File: src/sv/kmc_pkg.sv
// Shared constants and types for the k-mer minimizer counter.
package kmc_pkg;

	localparam int HASH_BITS  = 20;
	localparam int MAX_WINDOW = 16;
	localparam int CNT_W      = 32;
	localparam int KLEN_W     = 5;
	localparam int WLEN_W     = 5;
	localparam int K_MAX      = 16;
	localparam int SEEN_W     = 6;
	localparam int SEEN_MAX   = (1 << SEEN_W) - 1;
	localparam int THR_W      = $clog2(K_MAX + MAX_WINDOW + SEEN_MAX + 1);
	localparam int GRP        = 4;
	localparam int NGRP       = (MAX_WINDOW + GRP - 1) / GRP;
	localparam int QDEPTH     = 8;
	localparam int QPTR_W     = $clog2(QDEPTH);
	localparam int QCNT_W     = $clog2(QDEPTH + 1);
	localparam int CFG_IDX_W  = 1;
	localparam int CFG_DATA_W = 5;
	localparam int IN_DATA_W  = 8;
	localparam int OUT_DATA_W = ((HASH_BITS + CNT_W + 7) / 8) * 8;

	localparam logic [CFG_IDX_W-1:0] CFG_KMER_LEN   = 1'b0;
	localparam logic [CFG_IDX_W-1:0] CFG_WINDOW_LEN = 1'b1;

	localparam logic [KLEN_W-1:0] KLEN_RESET = 5'd5;
	localparam logic [WLEN_W-1:0] WLEN_RESET = 5'd3;

	typedef logic [HASH_BITS-1:0] hash_t;
	typedef logic [CNT_W-1:0]     count_t;

	typedef enum logic [1:0] {
		BK_CLEAR,
		BK_IDLE,
		BK_UPDATE
	} back_state_t;

endpackage

File: src/sv/kmc_fifo.sv
// Short queue of minimizer hashes between the front and the count stage.
module kmc_fifo
	import kmc_pkg::*;
(
	input  logic              clk,
	input  logic              arst_n,
	input  logic              push,
	input  hash_t             push_data,
	input  logic              pop,
	output hash_t             head,
	output logic              empty,
	output logic [QCNT_W-1:0] count
);

	hash_t             buf_q [QDEPTH];
	logic [QPTR_W-1:0] wr_q;
	logic [QPTR_W-1:0] rd_q;
	logic [QCNT_W-1:0] cnt_q;

	always_ff @(posedge clk) begin
		if (push) begin
			buf_q[wr_q] <= push_data;
		end
	end

	always_ff @(posedge clk or negedge arst_n) begin
		if (!arst_n) begin
			wr_q  <= '0;
			rd_q  <= '0;
			cnt_q <= '0;
		end else begin
			if (push) begin
				wr_q <= (wr_q == QPTR_W'(QDEPTH - 1)) ? '0 : wr_q + 1'b1;
			end
			if (pop) begin
				rd_q <= (rd_q == QPTR_W'(QDEPTH - 1)) ? '0 : rd_q + 1'b1;
			end
			case ({push, pop})
				2'b10:   cnt_q <= cnt_q + 1'b1;
				2'b01:   cnt_q <= cnt_q - 1'b1;
				default: cnt_q <= cnt_q;
			endcase
		end
	end

	assign head  = buf_q[rd_q];
	assign empty = (cnt_q == '0);
	assign count = cnt_q;

endmodule

File: config.mk
export PLATFORM = sky130hd
export DESIGN_NAME = kmc_fifo
export DESIGN_NICKNAME = d
export VERILOG_FILES = /design/src/sv/kmc_pkg.sv /design/src/sv/kmc_fifo.sv
export SDC_FILE = /design/constraint.sdc
export NUM_CORES = 1
export LEC_CHECK = 0
export BUFFER_PORTS_ARGS = -buffer_cell sky130_fd_sc_hd__buf_4
export CORE_ASPECT_RATIO = 0.8
export CORE_MARGIN = 10
export CORE_UTILIZATION = 47
export CTS_CLUSTER_SIZE = 40
export DETAILED_ROUTE_END_ITERATION = 16
export PLACE_DENSITY_LB_ADDON = 0.1
export SYNTH_ARGS = -nofsm -noshare
export SYNTH_HDL_FRONTEND = slang
export SYNTH_SLANG_ARGS = --single-unit
File: constraint.sdc
create_clock -name clk -period 2.5 [get_ports clk]
set_input_delay 0.5 -clock clk [delete_from_list [all_inputs] [get_ports clk]]
set_output_delay 0.5 -clock clk [all_outputs]
set_load 0.1 [all_outputs]
======== Word-level counts from Yosys, hierarchy flattened ========
Memories as Yosys holds them, arrays and structs flattened.
Cells that the tools add are included.
Widths: inputs -> output; s select.
storage, ports and cells
  register bits after elaboration ......... 10
  bits in writable memories ............... 160
  bits of input ports ..................... 24
  output and inout bits ................... 25
  word-level logic and storage cells ...... 19
  memories kept ........................... 1
memories
  memory  depth  bits a word  rd ports  clocked after Yosys merged registers in  wr ports  line            source
  buf_q   8      20           1         0                                        1         kmc_fifo.sv:15  hash_t buf_q [QDEPTH];
cells by class
  add/sub/neg operators ................... 4
  eq/ne operators ......................... 4
  multiplexer cells ....................... 5
  reductions and logical operators ........ 2
operators by type and width
  cell                 count
  $pmux 4 s2           1
  $add 3x1->3 const B  2
  $eq 3x3->1 const B   2
  $mux 3               2
  $add 4x1->4 const B  1
  $logic_not 4->1      1
  $sub 4x1->4 const B  1
  $eq 2x1->1 const B   1
  $eq 2x2->1 const B   1
  $mux 1               2
  $reduce_bool 2->1    1

======== Depth between registers and ports, before layout ========
  depth after elaboration ................. 2
  depth in mapped cells ................... 8
  gate-level depth less buffers ........... 8

======== Worst setup path before layout ========
OpenSTA, ideal clock, no wires.
  kind .................................... register -> output
  from .................................... reg cnt_q[2], in the netlist count[2]
  to ...................................... out empty
  data arrival time ....................... 3,822 ps
  required time ........................... 2,000 ps
  path slack .............................. -1,822 ps
  cell stages (with the launch flop) ...... 2
  buffers on the path ..................... 0
  path through ............................ dfrtp_1 -> nor4_1
on the way
  cells in the longest elaborated chain, start to end .. 1
ends and longest elaborated chain
  item                      line            source
  start: declaration        kmc_fifo.sv:18  logic [QCNT_W-1:0] cnt_q;
  start signal: assignment  kmc_fifo.sv:39  2'b10: cnt_q <= cnt_q + 1'b1;
  start signal: assignment  kmc_fifo.sv:40  2'b01: cnt_q <= cnt_q - 1'b1;
  start signal: assignment  kmc_fifo.sv:41  default: cnt_q <= cnt_q;
  $logic_not 4->1           kmc_fifo.sv:47  assign empty = (cnt_q == '0);
  end: declaration          kmc_fifo.sv:11  output logic empty,
No other way between the ends.

======== Worst setup path in the final report ========
  from .................................... reg rd_q[0]
  to ...................................... out head[6]
on the way
  cells in the longest elaborated chain, start to end .. 1
ends and longest elaborated chain
  item                      line            source
  start: declaration        kmc_fifo.sv:17  logic [QPTR_W-1:0] rd_q;
  start signal: assignment  kmc_fifo.sv:36  rd_q <= (rd_q == QPTR_W'(QDEPTH - 1)) ? '0 : rd_q + 1'b1;
  $mem_v2 8x20              --
  end: declaration          kmc_fifo.sv:10  output hash_t head,
No other way between the ends.

==> reports/qor.txt <==
Status - complete, but fails checks
Failing checks - negative setup slack
CP Class - flip-flop to output port
Syn avg cell area - 23.45 um^2
Critical Path Fanout Max - 5
Max Root-Sink Buffers - 2
Sequential share of the synthesized area - 75.11%
Antenna violations before repair - 0
Fmax - 372.4 MHz
CTS root buffer - clkbuf_16
FF-to-FF setup slack - 0.76 ns
Layout cell share with drive strength beyond 1 - 45.43%
Multi-input combinational cell area - 1585 um^2
Final WS setup - -0.1853 ns
Xor-xnor portion of the synthesized cell area - 0.6507%
Buf+Inv Stages, Crit Path - 3
Fillers - 1081
Drt wl/cell - 24.55 um
Minimum clock period - 2.685 ns
Die area - 19540 um^2
Class of the worst hold path - primary input to flip-flop
Endpoints failing setup - 20
Synthesized area - 6730 um^2
Total wire length - 13920 um
Final Hold Violating Endpoints - 0
Vias per inst - 5.437
RSZ-0062 raised after global routing - true
WP data required - 2.00 ns
Worst Reg-to-Reg Cells - 3
Crit path DAT - 2.19 ns
TritonRoute pass-1 iters - 4
Worst reg2reg endpoint - buf_q[4][6]$_DFFE_PP_
DP HPWL - 7394 um
Yosys warnings - 0
Final ANT Viol Nets - 0
First-pass GRT wire length - 20950 um
Tightest Pin Transition - 0.5199 ns
CTS clk-pin slew, worst paths - 0.06 ns
Synth Area in Compound Gates - 0.3718%
Syn Inst Count - 287
Gr ovfl total - 0
P&R area growth vs syn - 24.35%
I/O Buffers - 48
Top delay family on crit path - multiplexers
Routability Congestion - 0.6895
Min-delay src - push_data[17]
Clock sink total - 170
Fin util - 59.14%
H-tree levels - 4
DRT iter0 DRCs - 316
Hold path depth - 1
CP peak stage delay - 0.56 ns
Adder-Cell Fraction of Synth Area - 1.301%
Die width - 153.8 um
CP Cell Sequence - buf_6, buf_16, mux4_1, mux2_4, buf_12
Combinational family with the most area after synthesis - multiplexers
Initial Util - 47.56%
Vias in the first global route - 3407
Max-slew violation count - 0
Net Count, Synth - 318
Reg area - 5059 um^2
Synth unique cells - 23
Max_cap viols - 0
End of the worst hold path - buf_q[5][17]$_DFFE_PP_
Clk_lat worst skew - 0.43 ns
Post-Synth Simple-Gate Area - 1.506%
Row Count - 39
Start of the worst register-to-register path - wr_q[0]$_DFFE_PN0P_
CTS tree - yes
Slowest-stage cell, CP - mux4_1
Routed via count - 3083
Mux contribution to synthesized area - 19.74%
CP Launch Type - flip-flop
Core area - 14150 um^2
Num CTS Buffers - 17
# nets final - 401
Pin count of the biggest net entering global routing - 43
Post-route DRC - 0
Setup Skew - 0.01221 ns
Period utilization - 107.4%
GRT Overall Usage - 14.36%
ANT cells - 0
Num ports - 49
Die Span Y - 127.0 um
Setup crit end kind - output port
Rel. slew slack - 65.30%
#FFs+latches synth - 170
-- logic make-up after synthesis --
family	count (synthesis)
AOI/OAI and AO/OA	4
adders and majority gates	7
and+or+nand+nor	21
DFF	170
xor gates and xnor gates	5
muxes	67
buffers and inverters	13
-- cell type report --
| type | count | area share (%) |
|---|---|---|
| Sequential cell | 170 | 60.44 |
| Clock inverter | 12 | 0.7026 |
| Clock buffer | 20 | 5.218 |
| Timing Repair Buffer | 76 | 11.90 |
| Inverter | 1 | 0.04485 |
| Multi-Input combinational cell | 104 | 18.94 |
| Tap cell | 184 | 2.751 |
-- worst register-to-register path, cell delays in order (launching register included) --
cell	delay [ns]
dfrtp_1	0.48
nand2b_1	0.23
nor2_2	0.42
buf_4	0.30
-- placed cells by master (no fill, tap or decap), types with 4 or more instances in the layout --
master and count:
clkinv_1 6, edfxtp_1 160, mux2_4 19, ha_1 7
buf_12 23, xor2_1 4, clkinv_2 4, nor2_2 6
dfrtp_1 7, mux4_2 37, mux2_2 8, clkbuf_16 20
buf_4 42
-- state kept, by name (all words and copies together), names as in the netlist --
name,flops
buf_q,160
count,4
rd_q,3
wr_q,3
-- stage by stage --
step	setup TNS, ns	area, um^2	setup slack, ns	cells	hold WS [ns]
CTS	-3.405	8265	-0.1980	564	0.2910
global route	-4.056	8369	-0.2401	567	0.2931
finish	-2.890	8369	-0.1853	567	0.3000
floorplan	0	6748	0.008066	287	0.2044
detailed placement	0	7465	0.2203	525	0.3434
global placement	0	7465	0.2259	525	0.3411
-- worst max path at each step --
stage / from / end / slack, ns / depth (start not counted)
global placement: rd_q[0]$_DFFE_PN0P_ / head[7] / 0.23 / 4
global route: rd_q[0]$_DFFE_PN0P_ / head[6] / -0.24 / 5
finish: rd_q[0]$_DFFE_PN0P_ / head[6] / -0.19 / 5
CTS: rd_q[0]$_DFFE_PN0P_ / head[6] / -0.20 / 5
detailed placement: rd_q[0]$_DFFE_PN0P_ / head[9] / 0.22 / 4
floorplan: count[0]$_DFFE_PN0P_ / empty / 0.008 / 1
-- metal layers --
metal | GRT usage [%] | vias to the layer above | part of all wire, %
met4 | 3.827 | 0 | 0.42
met1 | 19.56 | 1628 | 47
met3 | 4.829 | 5 | 5.2
met2 | 21.78 | 79 | 48
li1 | - | 1371 | -
met5 | 0 | - | 0
-- repair_timing --
item	in CTS	in global routing
setup buffers	3	0
setup endpoints to repair	20	20
gates resized for setup	66	49
gates cloned	3	3
endpoints found under the hold margin	10	0
hold buffers	1	0
-- synthesized netlist by cell type --
cell	n	area share, %
buf_6	5	0.84
buf_1	2	0.11
edfxtp_1	160	71
xor2_1	4	0.52
nor2_1	9	0.50
or3_1	1	0.093
a31oi_1	1	0.093
o32ai_1	1	0.13
buf_2	2	0.15
nor2b_1	3	0.28
dfrtp_1	10	3.7
nor3_1	2	0.15
inv_1	1	0.056
nand2_1	2	0.11
mux4_1	33	13
xnor2_1	1	0.13
a21oi_1	2	0.15
clkbuf_1	3	0.17
ha_1	7	1.3
mux2_2	27	4.5
mux4_2	7	2.3
nand2b_1	3	0.28
nor4_1	1	0.093
Power is not shown: default switching activity piles up to over one toggle a cycle in this logic, so the estimate is an artifact.
