--- src/sv/kmc_pkg.sv ---
// Shared constants and types for the k-mer minimizer counter.
package kmc_pkg;

	localparam int HASH_BITS  = 20;
	localparam int MAX_WINDOW = 16;
	localparam int CNT_W      = 32;
	localparam int KLEN_W     = 5;
	localparam int WLEN_W     = 5;
	localparam int K_MAX      = 16;
	localparam int SEEN_W     = 6;
	localparam int SEEN_MAX   = (1 << SEEN_W) - 1;
	localparam int THR_W      = $clog2(K_MAX + MAX_WINDOW + SEEN_MAX + 1);
	localparam int GRP        = 4;
	localparam int NGRP       = (MAX_WINDOW + GRP - 1) / GRP;
	localparam int QDEPTH     = 8;
	localparam int QPTR_W     = $clog2(QDEPTH);
	localparam int QCNT_W     = $clog2(QDEPTH + 1);
	localparam int CFG_IDX_W  = 1;
	localparam int CFG_DATA_W = 5;
	localparam int IN_DATA_W  = 8;
	localparam int OUT_DATA_W = ((HASH_BITS + CNT_W + 7) / 8) * 8;

	localparam logic [CFG_IDX_W-1:0] CFG_KMER_LEN   = 1'b0;
	localparam logic [CFG_IDX_W-1:0] CFG_WINDOW_LEN = 1'b1;

	localparam logic [KLEN_W-1:0] KLEN_RESET = 5'd5;
	localparam logic [WLEN_W-1:0] WLEN_RESET = 5'd3;

	typedef logic [HASH_BITS-1:0] hash_t;
	typedef logic [CNT_W-1:0]     count_t;

	typedef enum logic [1:0] {
		BK_CLEAR,
		BK_IDLE,
		BK_UPDATE
	} back_state_t;

endpackage

--- src/sv/kmc_front.sv ---
// Front end: configuration, k-mer shift, hash window and registered minimum tree.
module kmc_front
	import kmc_pkg::*;
(
	input  logic                  clk,
	input  logic                  arst_n,
	input  logic                  cfg_we,
	input  logic [CFG_IDX_W-1:0]  cfg_index,
	input  logic [CFG_DATA_W-1:0] cfg_data,
	input  logic                  in_valid,
	input  logic [1:0]            base_code,
	input  logic                  seq_start,
	output logic                  in_ready,
	input  logic                  hold,
	input  logic [QCNT_W-1:0]     q_count,
	output logic                  push,
	output hash_t                 push_data
);

	logic [KLEN_W-1:0] kmer_len_q;
	logic [WLEN_W-1:0] window_len_q;
	hash_t             kmer_q;
	logic [SEEN_W-1:0] seen_q;
	hash_t             win_q [MAX_WINDOW];
	logic              pend_q;
	hash_t             min_s1 [NGRP];
	logic              v_s1;
	hash_t             min_s2;
	logic              v_s2;

	logic [KLEN_W-1:0] k_eff;
	logic [THR_W-1:0]  w_eff;
	logic [THR_W-1:0]  wl_ext;
	logic              accept;
	hash_t             shift_base;
	logic [SEEN_W-1:0] seen_base;
	hash_t             shift_nx;
	logic [SEEN_W-1:0] seen_nx;
	hash_t             hmask;
	hash_t             hash;
	logic              hash_ok;
	logic              emit;
	hash_t             grp_min [NGRP];
	hash_t             all_min;
	logic [QCNT_W:0]   pending;

	always_comb begin
		if (kmer_len_q == '0) begin
			k_eff = KLEN_W'(1);
		end else if (kmer_len_q > KLEN_W'(K_MAX)) begin
			k_eff = KLEN_W'(K_MAX);
		end else begin
			k_eff = kmer_len_q;
		end
		wl_ext = THR_W'(window_len_q);
		if (wl_ext == '0) begin
			w_eff = THR_W'(1);
		end else if (wl_ext > THR_W'(MAX_WINDOW)) begin
			w_eff = THR_W'(MAX_WINDOW);
		end else begin
			w_eff = wl_ext;
		end
	end

	assign accept     = in_valid && in_ready;
	assign shift_base = seq_start ? '0 : kmer_q;
	assign seen_base  = seq_start ? '0 : seen_q;
	assign shift_nx   = {shift_base[HASH_BITS-3:0], base_code};
	assign seen_nx    = (seen_base == SEEN_W'(SEEN_MAX)) ? seen_base : seen_base + 1'b1;

	always_comb begin
		for (int j = 0; j < HASH_BITS; j++) begin
			hmask[j] = (j < 2 * int'(k_eff));
		end
	end

	assign hash    = shift_nx & hmask;
	assign hash_ok = THR_W'(seen_nx) >= THR_W'(k_eff);
	assign emit    = THR_W'(seen_nx) >= (THR_W'(k_eff) + w_eff - THR_W'(1));

	always_ff @(posedge clk or negedge arst_n) begin
		if (!arst_n) begin
			kmer_len_q   <= KLEN_RESET;
			window_len_q <= WLEN_RESET;
			kmer_q       <= '0;
			seen_q       <= '0;
			pend_q       <= 1'b0;
			v_s1         <= 1'b0;
			v_s2         <= 1'b0;
		end else begin
			if (cfg_we) begin
				case (cfg_index)
					CFG_KMER_LEN:   kmer_len_q   <= cfg_data;
					CFG_WINDOW_LEN: window_len_q <= cfg_data;
					default:        kmer_len_q   <= kmer_len_q;
				endcase
			end
			if (accept) begin
				kmer_q <= shift_nx;
				seen_q <= seen_nx;
			end
			pend_q <= accept && emit;
			v_s1   <= pend_q;
			v_s2   <= v_s1;
		end
	end

	// Window shift, newest at index 0
	always_ff @(posedge clk or negedge arst_n) begin
		if (!arst_n) begin
			for (int i = 0; i < MAX_WINDOW; i++) begin
				win_q[i] <= '0;
			end
		end else if (accept && hash_ok) begin
			win_q[0] <= hash;
			for (int i = 1; i < MAX_WINDOW; i++) begin
				win_q[i] <= win_q[i-1];
			end
		end
	end

	// First tree level: minimum within groups, entries past the window read as all ones
	always_comb begin
		for (int g = 0; g < NGRP; g++) begin
			grp_min[g] = '1;
			for (int e = 0; e < GRP; e++) begin
				if ((g * GRP + e) < MAX_WINDOW) begin
					if (((g * GRP + e) < int'(w_eff)) && (win_q[g * GRP + e] < grp_min[g])) begin
						grp_min[g] = win_q[g * GRP + e];
					end
				end
			end
		end
	end

	always_comb begin
		all_min = '1;
		for (int g = 0; g < NGRP; g++) begin
			if (min_s1[g] < all_min) begin
				all_min = min_s1[g];
			end
		end
	end

	always_ff @(posedge clk) begin
		for (int g = 0; g < NGRP; g++) begin
			min_s1[g] <= grp_min[g];
		end
		min_s2 <= all_min;
	end

	// Credit check: every result in flight already has a queue slot
	assign pending   = (QCNT_W+1)'(q_count) + (QCNT_W+1)'(pend_q) + (QCNT_W+1)'(v_s1)
		+ (QCNT_W+1)'(v_s2);
	assign in_ready  = !hold && (pending < (QCNT_W+1)'(QDEPTH));
	assign push      = v_s2;
	assign push_data = min_s2;

endmodule

--- config.mk ---
export PLATFORM = sky130hd
export DESIGN_NAME = kmc_front
export DESIGN_NICKNAME = d
export VERILOG_FILES = /design/src/sv/kmc_pkg.sv /design/src/sv/kmc_front.sv
export SDC_FILE = /design/constraint.sdc
export NUM_CORES = 1
export LEC_CHECK = 0
export BUFFER_PORTS_ARGS = -buffer_cell sky130_fd_sc_hd__clkbuf_2
export CORE_MARGIN = 2
export CORE_UTILIZATION = 25
export CTS_BUF_LIST = sky130_fd_sc_hd__clkbuf_16
export CTS_CLUSTER_SIZE = 10
export DETAILED_ROUTE_END_ITERATION = 16
export GPL_TIMING_DRIVEN = 1
export PLACE_DENSITY = 0.38
export SLEW_MARGIN = 20
export SYNTH_ARGS = -nofsm -noshare
export SYNTH_HDL_FRONTEND = slang
export SYNTH_SLANG_ARGS = --single-unit
--- constraint.sdc ---
create_clock -name clk -period 13 [get_ports clk]
set_input_delay 0.65 -clock clk [delete_from_list [all_inputs] [get_ports clk]]
set_output_delay 0.65 -clock clk [all_outputs]
set_load 0.01 [all_outputs]
-- Yosys cells after proc, flatten, opt, wreduce, memory -nomap -nowiden
Memories as Yosys holds them, arrays and structs flattened.
Index checks and enable logic that the tools add are counted.
- bits in read-only memories: 0
- bits in writable memories: 80
- memories: 1
- input bits: 18
- bits in registers: 377
- latch bits: 0
- word-level logic and storage cells: 147
- output and inout bits: 22
- multiplexer cells: 27
- $lt $le $gt $ge: 61
- equality and inequality tests: 1
- reduce and logical (&&, ||, !) cells: 25
- add/sub/neg operators: 6
- bitwise operators: 2
- shift operators: 0
- divide/modulo/power cells: 0
- multiply operators: 0
- memory list (name ; depth ; width ; read ports ; clocked after Yosys merged registers in ; wr ports ; line ; source):
    min_s1 ; 4 ; 20 ; 4 ; 0 ; 4 ; kmc_front.sv:26 ; hash_t min_s1 [NGRP];
- operators by type and width (cell ; count):
    $mux 20 ; 20
    $lt 20x20->1 ; 15
    $lt 20x20->1 const B ; 5
    $lt 4x7->1 const A ; 8
    $lt 4x6->1 const A ; 8
    $lt 3x7->1 const A ; 4
    $lt 3x6->1 const A ; 4
    $lt 5x6->1 const A ; 4
    $and 20x20->20 ; 1
    $logic_and 1x1->1 ; 20
    $mux 18 ; 1
    $mux 5 ; 3
    $lt 1x7->1 const A ; 2
    $lt 2x7->1 const A ; 2
    $lt 1x6->1 const A ; 2
    $lt 2x6->1 const A ; 2
    $mux 6 ; 2
    $add 5x1->5 ; 2
    $gt 5x5->1 const B ; 2
    $logic_not 5->1 ; 2
    $add 5x7->7 ; 1
    $ge 6x7->1 ; 1
    $mux 7 ; 1
    $sub 7x1->7 const B ; 1
    other kinds (8) ; 9

-- Depth between registers and ports, before layout
Gate-level depths: netlist of run 1.
- depth in word-level cells: 15
- mapped depth: 43
- gate-level depth less buffers: 35

-- Worst setup path after synthesis of run 1
No wires, ideal clock.
- path kind: reg-to-reg
- start point: register window_len_q[0]
- end point: memory min_s1[2][0] (netlist bit)
- library setup time: 0.121 ns
- path buffers: 8
- cell stages (with the launch flop): 40
- required time: 12.879 ns
- setup slack: 5.579 ns
- arrival: 7.301 ns
- cells stage by stage: dfstp_2 > buf_6 > or3_1 > a21oi_1 > a21o_1 > clkbuf_1 > buf_1 > nor2_1 > ha_1 > a21o_1 > a21o_1 > a21oi_1 > o221ai_1 > a211oi_1 > a21oi_1 > clkbuf_1 > clkbuf_1 > a21oi_1 > [4 not listed] > a311o_1 > nor2_1 > o21ai_0 > o21ba_2 > inv_1 > o21ai_1 > buf_4 > buf_4 > mux2i_1 > ha_1 > a21o_1 > a21o_1 > a211oi_1 > o221ai_1 > a21oi_1 > o31ai_1 > buf_2 > mux2_2
- RTL lines (element ; line ; source):
    start: declaration ; kmc_front.sv:21 ; logic [WLEN_W-1:0] window_len_q;
    start signal: assignment ; kmc_front.sv:94 ; CFG_WINDOW_LEN: window_len_q <= cfg_data;
    end: declaration ; kmc_front.sv:26 ;

==> results of run 1 <==
==> critical path, delay by kind of cell (launching register included) <==
kind            cells  cell delay (ns)
compound gates     21             4.92
fa+ha+maj           3             0.93
buf+inv             5             0.97
flops               1             0.54
mux                 2             0.65
simple gates        6             0.93
==> flip-flops by register name (all words and copies together), names as in the netlist, 5 cells and up <==
register and cells:
kmer_len_q 5, kmer_q 18, min_s1 80, push_data 20
seen_q 6, win_q 320, window_len_q 5
==> per-layer routing <==
metal	global-route usage, %	up-vias	wire length [um]
met3	1.944	110	2143
met5	0	-	0
met2	23.10	225	35490
met4	4.855	0	2558
met1	18.70	9248	37060
li1	-	9433	-
==> final timing paths <==
| check | startpoint | end | slack [ns] |
|---|---|---|---|
| worst max register to register | window_len_q[2]$_DFFE_PN0P_ | min_s1[2][19]$_DFF_P_ | 3.89 |
| worst min-delay path | base_code[0] | win_q[300]$_DFFE_PN0P_ | 0.31 |
| worst max-delay path | window_len_q[2]$_DFFE_PN0P_ | min_s1[2][19]$_DFF_P_ | 3.89 |
| max in group asynchronous | arst_n | win_q[186]$_DFFE_PN0P_ | 10.79 |
| worst min register to register | pend_q$_DFF_PN0_ | v_s1$_DFF_PN0_ | 0.40 |
| min in group asynchronous | arst_n | win_q[16]$_DFFE_PN0P_ | 0.46 |
==> timing repair <==
| action | in CTS | in global routing |
|---|---|---|
| hold buffers | 0 | 1 |
| resized for setup | 0 | 0 |
| endpoints found under the hold margin | 0 | 26 |
| buffers inserted | 0 | 0 |
==> power by group <==
part	internal, mW	total (mW)	switching (mW)
clock network	0.866	1.53	0.660
logic	0.794	1.89	1.09
registers	1.50	1.58	0.0783
total	3.16	4.99	1.83
==> cells in the final DEF, fill, tap and decap left out, types with 7 or more instances in the layout <==
cell type  count
dfrtp_1      353
ha_1         304
inv_1        283
mux2_2       249
nand2_1      208
mux2i_1      194
o21ai_0      192
nor2_1       143
a21oi_1      125
dfxtp_1      100
a21o_1        94
clkbuf_16     60
nand4_1       54
clkbuf_2      38
nand2b_1      33
nor3_1        31
buf_4         21
a211oi_1      19
nor2b_1       19
nand3_1       17
o31ai_1       13
o211ai_1      11
o21a_1        10
clkinv_1      10
a221oi_1       9
clkinv_2       8
and3_1         7
nor4_1         7
==> kinds of logic (layout without fill, tap and decap cells) <==
logic type               Yosys count  in the layout  share of synthesized area [%]
AO/OA/AOI/OAI                    538            538                          12.40
multiplexers                     447            447                          17.89
flip-flops                       457            457                          40.69
XOR/XNOR                           4              4                         0.1303
adder cells (fa/ha/maj)          307            307                          14.34
AND/OR/NAND/NOR                  539            539                          9.154
buffers and inverters            361            431                          5.389
==> layout make-up <==
type	count	area, um2
Timing Repair Buffer	63	420.4
Multi-Input combinational cell	1835	14570
Clock inverter	51	279.0
Clock buffer	60	1501
Sequential cell	457	10940
Inverter	257	964.7
Tap cell	1403	1755
Fill cell	11120	76470
==> reports/results.tsv, run 1 <==
metric	value	unit
outcome	finished clean	
synthDistinctLibCells	79	
die-area	110200	um2
cts_buffers	59	
p_total	4.988	mW
synth_top_cell_area_share	32.86	%
synth_nets	2977	
syn_area	26880	um2
critPathArrivalTime	9.62	ns
dpl_worst_slack	3.767	ns
drv_slew	0	
ir_worst_vdd	0.1693	mV
grt_util_all_layers	13.99	%
synth.most_common_cell	dfrtp_1	
setup_viol	0	
wire_per_inst	18.72	um
grt_pass1_vias	19774	
yosysSeqAreaShare	40.69	%
synthArstFlopShare	78.12	%
antenna_found_initial	0	
ys.flop_type	dfrtp_1	
rsz0062_at_grt	no	
power_leakage	15.14	nW
maxCapViolCount	0	
finalNonFillerCells	4126	
utilization	28.47	%
die_x	331.9	um
start_util	25.15	%
grt_remaining_overflow	0	
cp.required	13.52	ns
hold_viol_final	0	
path_common_cell	a21oi_1	
cts.sinks	457	
hold_depth	2	
dp_hpwl	59610	um
min_path_type	in2reg	
cts_tree	yes	
fin_hold_ws	0.3068	ns
vias	19016	
skew	0.02103	ns
avgSynthCellArea	10.13	um2
postSynthCellCount	2653	
fin_nets	2997	
reg2reg_depth	37	
cts-root-buf	clkbuf_16	
core	106900	um2
synth_warnings	0	
yosys.area.top_type	dfrtp_1	
area.growth.synth_to_final	13.19	%
via_per_inst	4.609	
stdcell_area	30430	um2
synth_edf_count	0	
drtIter0Drc	852	
netlist_top_cells_area	dfrtp_1 (33%), ha_1 (14%), mux2_2 (10%)	
grt_pass1_wl	120600	um
dpl_cell_area	28610	um2
wl	77250	um
max_freq	109.8	MHz
critPathLaunchType	flip-flop	
dp.cells	4013	
drive_gt1_share	15.31	%
numPortBuffers	39	
firstDrtPassIters	5	
clk_latency	0.64	ns
setup_ws	3.894	ns
path_clk_slew	0.06	ns
clockBufferDepth	3	
boundaryPins	40	
ant_nets	0	
crit_slowest_cell	a21o_1	
criticalPathCategory	reg2reg	
critPathMaxFanout	39	
fin_crit_sh	70.04	%
row_count	120	
grt_max_degree	132	
worstMarginPinSlew	1.100	ns
antenna_cells	0	
die_h	331.9	um
drc	0	
timing.slew.headroom	26.46	%
place_congestion	0.8641	
synthTopCellsByCount	dfrtp_1 (353), ha_1 (304), inv_1 (256), mux2_2 (249), nand2_1 (208)	
slowest_delay	0.56	ns
fin_crit	9.106	ns
cts_htree_levels	2	
powerDensity	163.9	nW/um2
tns	0	ns
cp-end-kind	flip-flop	
synth-seq-cells	457	
No activity file was read; power rests on OpenSTA's default activity.
==> inputs of run 2 (changes only) <==
==> constraint.sdc (replaced) <==
create_clock -name clk -period 9.3 [get_ports clk]
set_input_delay 0.465 -clock clk [delete_from_list [all_inputs] [get_ports clk]]
set_output_delay 0.465 -clock clk [all_outputs]
set_load 0.01 [all_outputs]
==> run 2 against run 1 <==
  * Flip-flop and latch count unchanged
  * Highest routed layer unchanged
  * Clock skew increased by 0.012 ns
  * Final cell count increased by 0.48%
  * Clock-buffer cell count decreased by 1
  * Register-to-register slack got worse by 3.3 ns
==> reports/results.tsv, run 2 (synthesis gave the netlist of run 1 again) <==
metric	value	unit	change
fin_hold_ws	0.08390	ns	was 0.3068 ns
postCtsSetupBuffers	0		unchanged
cts_tree	yes		unchanged
vias	19172		was 19,016
min_from	base_code[0]		unchanged
pwr-share-seq	31.1	%	was 31.6%
numPortBuffers	39		unchanged
clockBufferDepth	3		unchanged
core	106900	um2	unchanged
crit_slowest_cell	dfrtp_1		was a21o_1
critPathLaunchType	flip-flop		unchanged
clk_latency	0.65	ns	was 0.64 ns
timing.slew.headroom	28.93	%	was 26.46%
worstMarginPinSlew	1.066	ns	was 1.100 ns
tns	0	ns	unchanged
setup_ws	0.6176	ns	was 3.894 ns
cts-root-buf	clkbuf_16		unchanged
grt_util_all_layers	14.32	%	was 13.99%
hold_viol_final	0		unchanged
combPwrFrac	38.4	%	was 37.8%
path_clk_slew	0.06	ns	about the same
met1_length	37960	um	was 37,060 um
worstReg2RegStart	window_len_q[2]$_DFFE_PN0P_		unchanged
ir_worst_vdd	0.1828	mV	was 0.1693 mV
die_h	331.9	um	unchanged
utilization	28.62	%	was 28.47%
netSwitchingPower	2.583	mW	was 1.830 mW
skew	0.03261	ns	was 0.02103 ns
drtIter0Drc	1051		was 852
rrSetupSlack	0.62	ns	was 3.89 ns
path_common_cell	a21oi_1		unchanged
grt_pass1_wl	123200	um	was 120,600 um
drv_slew	0		unchanged
wire_per_inst	18.95	um	was 18.72 um
min_to	kmer_q[0]$_DFFE_PN0P_		was win_q[300]$_DFFE_PN0P_
outcome	finished clean		unchanged
p_sw_share	36.58	%	was 36.69%
antenna_cells	0		unchanged
internal_power	4.477	mW	was 3.158 mW
row_count	120		unchanged
slowest_delay	0.49	ns	was 0.56 ns
boundaryPins	40		unchanged
area.growth.synth_to_final	13.82	%	was 13.19%
die_x	331.9	um	unchanged
power_leakage	15.26	nW	was 15.14 nW
critPathMaxFanout	22		was 39
cts_buffers	58		was 59
dp.cells	4035		was 4,013
maxCapViolCount	0		unchanged
layout_commonest_cell	dfrtp_1		unchanged
criticalPathCategory	reg2reg		unchanged
antenna_found_initial	0		unchanged
setup_viol	0		unchanged
fin_crit	8.682	ns	was 9.106 ns
place_congestion	0.8364		was 0.8641
max_freq	115.2	MHz	was 109.8 MHz
drive_gt1_share	15.93	%	was 15.31%
ant_nets	0		unchanged
final_cell_mix	dfrtp_1 (353), ha_1 (304), inv_1 (284), mux2_2 (249), nand2_1 (208)		was dfrtp_1 (353), ha_1 (304), inv_1 (283), mux2_2 (249), nand2_1 (208)
dpl_worst_slack	0.1954	ns	was 3.767 ns
cp-end-kind	flip-flop		unchanged
reg2reg_depth	37		unchanged
wl_met3	2408	um	was 2143 um
powerDensity	230.7	nW/um2	was 163.9 nW/um2
cp.required	9.85	ns	was 13.52 ns
firstDrtPassIters	7		was 5
fin_crit_sh	93.36	%	was 70.04%
start_util	25.15	%	unchanged
grt_remaining_overflow	0		unchanged
highest_layer	met4		unchanged
min_path_type	in2reg		unchanged
fin_nets	3017		was 2,997
cts.sinks	457		unchanged
dp_hpwl	60470	um	was 59,610 um
grt_max_degree	182		was 132
clock_power_share	30.4	%	was 30.6%
die-area	110200	um2	unchanged
via_per_inst	4.624		was 4.609
finalNonFillerCells	4146		was 4,126
reg2reg_to	min_s1[2][5]$_DFF_P_		was min_s1[2][19]$_DFF_P_
largest_register_ff_count	320		unchanged
top_register	win_q		unchanged
wl	78580	um	was 77,250 um
drc	0		unchanged
grt_pass1_vias	20016		was 19,774
critPathArrivalTime	9.23	ns	was 9.62 ns
wl_met2	35630	um	was 35,490 um
cts_htree_levels	2		unchanged
rsz0062_at_grt	no		unchanged
hold_depth	2		unchanged
[run 2: worst max-delay path by stage]
stage	to	slack (ns)	startpoint	depth (start not counted)
floorplan	min_s1[2][0]$_DFF_P_	1.88	window_len_q[0]$_DFFE_PN1P_	39
detailed placement	min_s1[2][5]$_DFF_P_	0.20	window_len_q[2]$_DFFE_PN0P_	38
finish	min_s1[2][5]$_DFF_P_	0.62	window_len_q[2]$_DFFE_PN0P_	37
global placement	min_s1[2][5]$_DFF_P_	0.29	window_len_q[2]$_DFFE_PN0P_	38
global route	min_s1[1][17]$_DFF_P_	0.006	window_len_q[1]$_DFFE_PN1P_	30
CTS	min_s1[2][5]$_DFF_P_	0.20	window_len_q[2]$_DFFE_PN0P_	38
[run 2: repair_timing]
item | in CTS | in global routing
hold buffers | 1 | 0
endpoints found under the hold margin | 100 | 0
gates resized for setup | 0 | 2
setup endpoints to repair | 0 | 20
[run 2: worst max-delay path: cells and delay by family (launching register included)]
family          cells  cell delay, ns
flops               1            0.49
buf+inv             5            0.97
simple gates        4            0.59
compound gates     23            5.02
mux                 2            0.59
fa+ha+maj           3            0.92
[run 2: power by group through the flow]
stage,registers [mW],clock network (mW),logic [mW]
floorplan,2.19,0,2.05
global placement,2.24,0,2.71
detailed placement,2.24,0,2.73
CTS,2.20,2.23,2.75
global route,2.21,2.31,2.98
finish,2.20,2.15,2.71
[run 2: metrics by stage]
step | area, um2 | power [mW]
detailed placement | 28800 | 4.973
finish | 30600 | 7.060
CTS | 30590 | 7.183
global route | 30600 | 7.504
floorplan | 26880 | 4.243
global placement | 28800 | 4.953
[run 2: cell type report]
class | instances | area, um2
Tap cell | 1403 | 1755
Fill cell | 11206 | 76300
Timing Repair Buffer | 84 | 583.1
Clock inverter | 51 | 301.5
Inverter | 257 | 964.7
Sequential cell | 457 | 10940
Clock buffer | 59 | 1476
Multi-Input combinational cell | 1835 | 14580
[run 2: per-layer routing]
metal  vias to the layer above  track usage (%)
li1                       9492                -
met1                      9309            19.43
met2                       243            23.24
met3                       128            2.084
met4                         0            4.865
met5                         -                0
